$ cat src/rtl/cnu_pkg.sv
// Shared constants and the group descriptor type of the min-sum check node update.
package cnu_pkg;

    // Largest number of messages in one check node group.
    localparam int MAX_DEGREE  = 32;
    // Width of one LLR message.
    localparam int MSG_WIDTH   = 8;
    // Number of finished groups that can wait between the front and the back.
    localparam int QUEUE_DEPTH = 2;

    localparam int MAG_W  = MSG_WIDTH - 1;
    localparam int POS_W  = (MAX_DEGREE > 1) ? $clog2(MAX_DEGREE) : 1;
    localparam int CNT_W  = $clog2(MAX_DEGREE + 1);
    localparam int QPTR_W = (QUEUE_DEPTH > 1) ? $clog2(QUEUE_DEPTH) : 1;
    localparam int QCNT_W = $clog2(QUEUE_DEPTH + 1);

    localparam logic [MAG_W-1:0] MAG_MAX = {MAG_W{1'b1}};

    // Everything the back end needs to emit the results of one group.
    typedef struct packed {
        logic [MAG_W-1:0]      min_first;
        logic [MAG_W-1:0]      min_second;
        logic [POS_W-1:0]      min_pos;
        logic                  parity;
        logic [CNT_W-1:0]      count;
        logic                  overflow;
        logic [MAX_DEGREE-1:0] signs;
    } t_group;

endpackage

$ cat src/rtl/cnu_front.sv
// Front end: takes incoming messages and tracks the two minima, signs and parity.
module cnu_front (
    input  logic                                i_clk,
    input  logic                                i_rst_n,
    input  logic                                i_accept,
    input  logic signed [cnu_pkg::MSG_WIDTH-1:0] i_msg_value,
    input  logic                                i_msg_last,
    output logic                                o_push,
    output cnu_pkg::t_group                     o_group
);
    import cnu_pkg::*;

    logic [MAG_W-1:0]      r_min_first,  n_min_first;
    logic [MAG_W-1:0]      r_min_second, n_min_second;
    logic [POS_W-1:0]      r_min_pos,    n_min_pos;
    logic                  r_parity,     n_parity;
    logic [CNT_W-1:0]      r_count,      n_count;
    logic                  r_overflow,   n_overflow;
    logic [MAX_DEGREE-1:0] r_signs,      n_signs;

    logic                 neg;
    logic [MSG_WIDTH-1:0] abs_val;
    logic [MAG_W-1:0]     mag;

    // Sign and saturated magnitude of the incoming message; zero is positive.
    always_comb begin
        neg     = i_msg_value[MSG_WIDTH-1];
        abs_val = neg ? (~i_msg_value + 1'b1) : i_msg_value;
        mag     = abs_val[MSG_WIDTH-1] ? MAG_MAX : abs_val[MAG_W-1:0];
    end

    // Update the running minima; an equal magnitude keeps the earlier one.
    always_comb begin
        n_min_first  = r_min_first;
        n_min_second = r_min_second;
        n_min_pos    = r_min_pos;
        n_parity     = r_parity;
        n_count      = r_count;
        n_overflow   = r_overflow;
        n_signs      = r_signs;
        if (i_accept) begin
            if (r_count < CNT_W'(MAX_DEGREE)) begin
                n_signs[r_count[POS_W-1:0]] = neg;
                n_parity = r_parity ^ neg;
                if (mag < r_min_first) begin
                    n_min_second = r_min_first;
                    n_min_first  = mag;
                    n_min_pos    = r_count[POS_W-1:0];
                end else if (mag < r_min_second) begin
                    n_min_second = mag;
                end
                n_count = r_count + 1'b1;
            end else begin
                n_overflow = 1'b1;
            end
        end
    end

    // The last beat of a group hands the finished summary to the queue.
    assign o_push             = i_accept & i_msg_last;
    assign o_group.min_first  = n_min_first;
    assign o_group.min_second = n_min_second;
    assign o_group.min_pos    = n_min_pos;
    assign o_group.parity     = n_parity;
    assign o_group.count      = n_count;
    assign o_group.overflow   = n_overflow;
    assign o_group.signs      = n_signs;

    // Group state returns to its reset value once the group is handed off.
    always_ff @(posedge i_clk) begin
        if (!i_rst_n || o_push) begin
            r_min_first  <= MAG_MAX;
            r_min_second <= MAG_MAX;
            r_min_pos    <= '0;
            r_parity     <= 1'b0;
            r_count      <= '0;
            r_overflow   <= 1'b0;
        end else begin
            r_min_first  <= n_min_first;
            r_min_second <= n_min_second;
            r_min_pos    <= n_min_pos;
            r_parity     <= n_parity;
            r_count      <= n_count;
            r_overflow   <= n_overflow;
        end
    end

    // Sign bits are written before they are read and need no reset.
    always_ff @(posedge i_clk) begin
        r_signs <= n_signs;
    end

endmodule

$ cat src/rtl/cnu_queue.sv
// Short queue of finished group summaries between the front and the back end.
module cnu_queue (
    input  logic            i_clk,
    input  logic            i_rst_n,
    input  logic            i_push,
    input  cnu_pkg::t_group i_group,
    input  logic            i_pop,
    output logic            o_full,
    output logic            o_empty,
    output cnu_pkg::t_group o_group
);
    import cnu_pkg::*;

    t_group            r_mem [QUEUE_DEPTH];
    logic [QPTR_W-1:0] r_wr_ptr, n_wr_ptr;
    logic [QPTR_W-1:0] r_rd_ptr, n_rd_ptr;
    logic [QCNT_W-1:0] r_fill,   n_fill;

    assign o_full  = (r_fill == QCNT_W'(QUEUE_DEPTH));
    assign o_empty = (r_fill == '0);
    assign o_group = r_mem[r_rd_ptr];

    // Pointer and fill bookkeeping.
    always_comb begin
        n_wr_ptr = r_wr_ptr;
        n_rd_ptr = r_rd_ptr;
        n_fill   = r_fill;
        if (i_push) begin
            n_wr_ptr = (r_wr_ptr == QPTR_W'(QUEUE_DEPTH - 1)) ? '0 : r_wr_ptr + 1'b1;
        end
        if (i_pop) begin
            n_rd_ptr = (r_rd_ptr == QPTR_W'(QUEUE_DEPTH - 1)) ? '0 : r_rd_ptr + 1'b1;
        end
        if (i_push && !i_pop) begin
            n_fill = r_fill + 1'b1;
        end else if (!i_push && i_pop) begin
            n_fill = r_fill - 1'b1;
        end
    end

    always_ff @(posedge i_clk) begin
        if (!i_rst_n) begin
            r_wr_ptr <= '0;
            r_rd_ptr <= '0;
            r_fill   <= '0;
        end else begin
            r_wr_ptr <= n_wr_ptr;
            r_rd_ptr <= n_rd_ptr;
            r_fill   <= n_fill;
        end
    end

    // Entry storage.
    always_ff @(posedge i_clk) begin
        if (i_push) begin
            r_mem[r_wr_ptr] <= i_group;
        end
    end

    // The front end is held off before the queue can overflow.
    a_no_push_full: assert property (@(posedge i_clk) disable iff (!i_rst_n)
        o_full |-> !i_push)
        else $error("group pushed into a full queue");

    // The back end only pops a waiting group.
    a_no_pop_empty: assert property (@(posedge i_clk) disable iff (!i_rst_n)
        o_empty |-> !i_pop)
        else $error("group popped from an empty queue");

    // Fill level follows the push and pop beats.
    a_fill_track: assert property (@(posedge i_clk) disable iff (!i_rst_n)
        (i_push && !i_pop) |=> (r_fill == $past(r_fill) + 1'b1))
        else $error("queue fill level lost a push");

endmodule

$ cat src/rtl/cnu_back.sv
// Back end: emits one extrinsic message per stored sign of a finished group.
module cnu_back (
    input  logic                                 i_clk,
    input  logic                                 i_rst_n,
    input  logic                                 i_empty,
    input  cnu_pkg::t_group                      i_group,
    output logic                                 o_pop,
    output logic                                 o_ext_valid,
    output logic signed [cnu_pkg::MSG_WIDTH-1:0] o_ext_value,
    output logic                                 o_ext_last,
    output logic                                 o_degree_overflow
);
    import cnu_pkg::*;

    logic                  r_active;
    t_group                r_grp;
    logic [CNT_W-1:0]      r_k;

    logic                  r_valid;
    logic [MSG_WIDTH-1:0]  r_value;
    logic                  r_last;
    logic                  r_ovf;

    logic                  k_last;
    logic [MAG_W-1:0]      m_sel;
    logic                  s_out;
    logic [MSG_WIDTH-1:0]  m_ext;

    // Pick the magnitude and sign of the current position.
    always_comb begin
        k_last = (r_k + 1'b1 == r_grp.count);
        m_sel  = (r_k[POS_W-1:0] == r_grp.min_pos) ? r_grp.min_second : r_grp.min_first;
        s_out  = r_grp.signs[0] ^ r_grp.parity;
        m_ext  = {1'b0, m_sel};
    end

    // Take the next group when idle or on the last beat of the current one.
    assign o_pop = !i_empty && (!r_active || k_last);

    always_ff @(posedge i_clk) begin
        if (!i_rst_n) begin
            r_active <= 1'b0;
            r_valid  <= 1'b0;
        end else begin
            r_valid <= r_active;
            if (o_pop) begin
                r_active <= 1'b1;
            end else if (r_active && k_last) begin
                r_active <= 1'b0;
            end
        end
    end

    // Group payload, position counter and sign shift line.
    always_ff @(posedge i_clk) begin
        if (o_pop) begin
            r_grp <= i_group;
            r_k   <= '0;
        end else if (r_active) begin
            r_grp.signs <= r_grp.signs >> 1;
            r_k         <= r_k + 1'b1;
        end
    end

    // Output register: one beat per position.
    always_ff @(posedge i_clk) begin
        if (r_active) begin
            r_value <= s_out ? (~m_ext + 1'b1) : m_ext;
            r_last  <= k_last;
            r_ovf   <= r_grp.overflow;
        end
    end

    assign o_ext_valid       = r_valid;
    assign o_ext_value       = r_value;
    assign o_ext_last        = r_last;
    assign o_degree_overflow = r_ovf;

    // The position counter stays inside the group while emitting.
    a_k_in_range: assert property (@(posedge i_clk) disable iff (!i_rst_n)
        r_active |-> (r_k < r_grp.count))
        else $error("emit position ran past the group size");

endmodule

$ cat src/rtl/two_min_check_node_update.sv
// Top level of the streaming min-sum check node update.
// Takes one message per cycle while busy is low; a group ends on msg_last.
// With the emitter idle, a group goes through the queue, the emitter's group
// register and the output register, then one result per cycle, one per message.
// busy rises while two finished groups wait for the emitter; results cannot
// be stalled. Synchronous active-low reset clears the minima, counts and queue.
module two_min_check_node_update (
    input  logic                                 i_clk,
    input  logic                                 i_rst_n,
    input  logic                                 start,
    output logic                                 busy,
    input  logic signed [cnu_pkg::MSG_WIDTH-1:0] i_msg_value,
    input  logic                                 i_msg_last,
    output logic                                 o_ext_valid,
    output logic signed [cnu_pkg::MSG_WIDTH-1:0] o_ext_value,
    output logic                                 o_ext_last,
    output logic                                 o_degree_overflow
);
    import cnu_pkg::*;

    logic   accept;
    logic   push;
    logic   pop;
    logic   q_full;
    logic   q_empty;
    t_group grp_in;
    t_group grp_out;

    // An input beat is taken whenever the queue has room.
    assign busy   = q_full;
    assign accept = start & ~busy;

    cnu_front u_front (
        .i_clk       (i_clk),
        .i_rst_n     (i_rst_n),
        .i_accept    (accept),
        .i_msg_value (i_msg_value),
        .i_msg_last  (i_msg_last),
        .o_push      (push),
        .o_group     (grp_in)
    );

    cnu_queue u_queue (
        .i_clk   (i_clk),
        .i_rst_n (i_rst_n),
        .i_push  (push),
        .i_group (grp_in),
        .i_pop   (pop),
        .o_full  (q_full),
        .o_empty (q_empty),
        .o_group (grp_out)
    );

    cnu_back u_back (
        .i_clk             (i_clk),
        .i_rst_n           (i_rst_n),
        .i_empty           (q_empty),
        .i_group           (grp_out),
        .o_pop             (pop),
        .o_ext_valid       (o_ext_valid),
        .o_ext_value       (o_ext_value),
        .o_ext_last        (o_ext_last),
        .o_degree_overflow (o_degree_overflow)
    );

endmodule
$ cat config.mk
export PLATFORM = sky130hd
export DESIGN_NAME = two_min_check_node_update
export DESIGN_NICKNAME = d
export VERILOG_FILES = /design/src/rtl/cnu_pkg.sv /design/src/rtl/cnu_front.sv /design/src/rtl/cnu_queue.sv /design/src/rtl/cnu_back.sv /design/src/rtl/two_min_check_node_update.sv
export SDC_FILE = /design/constraint.sdc
export NUM_CORES = 1
export LEC_CHECK = 0
export BUFFER_PORTS_ARGS = -buffer_cell sky130_fd_sc_hd__clkbuf_2
export CORE_MARGIN = 2
export CORE_UTILIZATION = 54
export DETAILED_ROUTE_END_ITERATION = 7
export PLACE_DENSITY_LB_ADDON = 0.15
export RECOVER_POWER = 25
export SLEW_MARGIN = 20
export SYNTH_ARGS = -nofsm -noshare
export SYNTH_HDL_FRONTEND = slang
export SYNTH_SLANG_ARGS = --single-unit
$ cat constraint.sdc
create_clock -name i_clk -period 6.42 [get_ports i_clk]
set_clock_uncertainty 0.1 [all_clocks]
set_input_delay 0.642 -clock i_clk [delete_from_list [all_inputs] [get_ports i_clk]]
set_output_delay 0.642 -clock i_clk [all_outputs]
set_load 0.005 [all_outputs]
==> results.toml <==
[cells_and_area]
ff_latch_area_mm2 = 0.007057
fin_util_pct = 61.50
n_fill_cell = 1537
num_antenna_cells = 0
areaGrowthSynthToFinish_pct = 11.45
finalNetCount = 836
multiInputGateArea_mm2 = 0.003437
drive_gt1_share_pct = 17.62
finish.instance_area_mm2 = 0.01201

[worst_hold_path]
hp-class = "in2reg"

[global_routing]
grt_pass1_vias = 6131
grt-ovfl-total = 0
grt_max_degree = 60
grt_antenna_before_repair = 0
grt_pass1_wl_um = 32980
grtUsageTotal_pct = 19.54

[sta]
fin_tns_setup_ps = 0
slew-limit-headroom_pct = -179.5
fmax_ghz = 0.2289
final_hold_viol_count = 0
setup_viol = 0
period_needed_ps = 4369
maxSlewViolCount = 93
rsz0062_at_grt = "false"
worstMarginPinSlew_ps = 4192
fin_crit_sh_pct = 68.05

[placement]
numPortBuffers = 23
postPlaceCellArea_mm2 = 0.01111
gp_congestion = 0.8051
dp_hpwl_um = 12430

[synthesis]
synth_area_mm2 = 0.01078
yosys_warnings = 0
syn_nets = 820
syn_area_per_cell_um2 = 13.67
yosys.cell_count.top_type = "edfxtp_1"
synth.area.top_cells = "edfxtp_1, dfxtp_1, mux2_2"
synth_edf_count = 187
yosysSeqAreaShare_pct = 65.49
synth_top_cell_by_area = "edfxtp_1"
synth_common_cells = "edfxtp_1, o21ai_0, dfxtp_1"
ys_ff_latch = 259
syn-instance-count = 788
synth_top_cell_area_share_pct = 52.11
ys_types = 58
synthFlopType = "edfxtp_1"
async_flop_share_pct = 0

[critical_path]
critPathTopFamily = "buffers and inverters"
cp-end-kind = "flop"
critical_path.max_stage_delay_ps = 2940
cp.buffers_inverters = 1
start_kind = "flop"
critPathSlowestCell = "clkbuf_1"
worstPathArrival_ps = 4540
crit_chain = "clkbuf_1 > mux2i_1 > o21ai_0"
path_class = "reg2reg"
required_ps = 6590
cp_max_fo = 59

[cts]
cts_tree = "done"
cts_resized = 0
post_cts_buffers = 0
clk_pin_slew_ps = 60
clock-sinks = 259
cts_buffers = 27
cts_root_buf = "clkbuf_16"
clock_latency_ps = 520
hold_buffers = 0
cts_max_level = 1
cts_buffer_depth = 3

[detailed_routing]
firstDrtPassIters = 5
drt-wirelength-per-cell_um = 18.60
ant_nets = 0
drc = 0
drt_iter0_drc = 347
via_per_inst = 5.615
dr_total_vias = 6109
drt-total-wl_um = 20240

[floorplan]
dieArea_mm2 = 0.02110
die_y_um = 145.3
chipWidth_um = 145.3
start_util_pct = 55.18
row_count = 51
ios = 24
core_region_area_mm2 = 0.01953

[outcome]
outcome = "finished with violations"
violations = "capacitance limit, slew limit"

[flow_run]
cap_viol_max_count = 2

[pwr]
power_leakage_nw = 4.382
ir_drop_v = 0.0002228
p_per_area_mw_per_mm2 = 441.9
[worst paths after layout]
check	from	end	slack, ps	cells after the start
max reg2reg	flop	u_back.r_grp[20]	2050	3
min reg2reg	u_back.r_grp[32]	u_back.o_degree_overflow	320	0
max	flop	u_back.r_grp[20]	2050	3
min	i_rst_n	u_front.r_count[5]	320	2
[kinds of logic (layout without fill, tap and decap cells)]
family,after synthesis,in the layout,share of synthesized area [%]
mux,113,113,11.48
simple gates,157,157,7.815
buf+inv,72,107,2.729
fa+ha+maj,20,20,2.322
flops,259,259,65.49
compound gates,134,134,7.350
xor+xnor,33,33,2.810
[final cells by class]
| type | count | area share, % |
|---|---|---|
| clock buffers | 39 | 6.585 |
| clock inverters | 9 | 1.031 |
| inverters | 28 | 0.8752 |
| multi-input cells | 457 | 28.62 |
| flip-flops and latches | 259 | 58.76 |
| well taps | 265 | 2.761 |
| repair buffers | 31 | 1.365 |
[state kept, by name (all words and copies together) (netlist names), 5 cells and up, named ones only]
signal	cells
u_front.r_min_first	7
u_back.r_grp	59
u_front.r_min_second	7
u_front.r_signs	32
u_front.r_count	6
u_front.r_min_pos	5
u_back.r_k	6
u_queue.r_mem	118
u_back.o_ext_value	8
[power by group]
group	leakage [nW]	internal [W]	switching, W
sequential	2.36	0.00230	0.000145
clock	0.454	0.000971	0.000605
combinational	1.57	0.000511	0.000777
[metrics by stage]
| step | setup WS, ps | power [W] | std cells | hold slack, ps |
|---|---|---|---|---|
| 2_1_floorplan | 2288 | 0.003383 | 788 | 300.3 |
| 3_3_place_gp | 2226 | 0.003702 | 1040 | 314.1 |
| 3_5_place_dp | 2117 | 0.003743 | 1040 | 312.0 |
| 4_1_cts | 2263 | 0.005320 | 1088 | 291.7 |
| 5_1_grt | 1765 | 0.005606 | 1088 | 299.3 |
| 6_report | 2051 | 0.005307 | 1088 | 315.4 |
[worst reg2reg max path, cell delays in order, from the launching register on]
cell      delay [ps]
dfxtp_1          310
clkbuf_1        2940
mux2i_1          260
o21ai_0          520
[placed cells by master, fill, tap and decap left out, types with 5 or more instances in the layout]
cell type	instances
nor3_1	7
clkbuf_1	10
nor3b_1	5
ha_1	20
mux2_1	8
and2_1	9
o211ai_1	7
xnor2_1	17
nand3_1	37
nor2b_1	5
clkbuf_16	27
mux2_4	5
clkbuf_2	20
xor2_1	15
nand4_1	8
clkbuf_8	7
and3_1	7
mux2_2	57
a31oi_1	6
nor2_1	33
a21oi_1	19
nand2b_1	9
buf_4	6
or3_1	6
inv_1	27
edfxtp_1	187
dfxtp_1	72
mux2i_1	43
o21ai_0	76
nand2_1	17
[metal layers]
| layer | part of all wire (%) | track usage (%) |
|---|---|---|
| met5 | 0 | 0 |
| met4 | 1.6 | 4.265 |
| met3 | 4.9 | 3.553 |
| met2 | 46 | 31.07 |
| met1 | 47 | 28.37 |
Power figures use the tool's default switching activity.
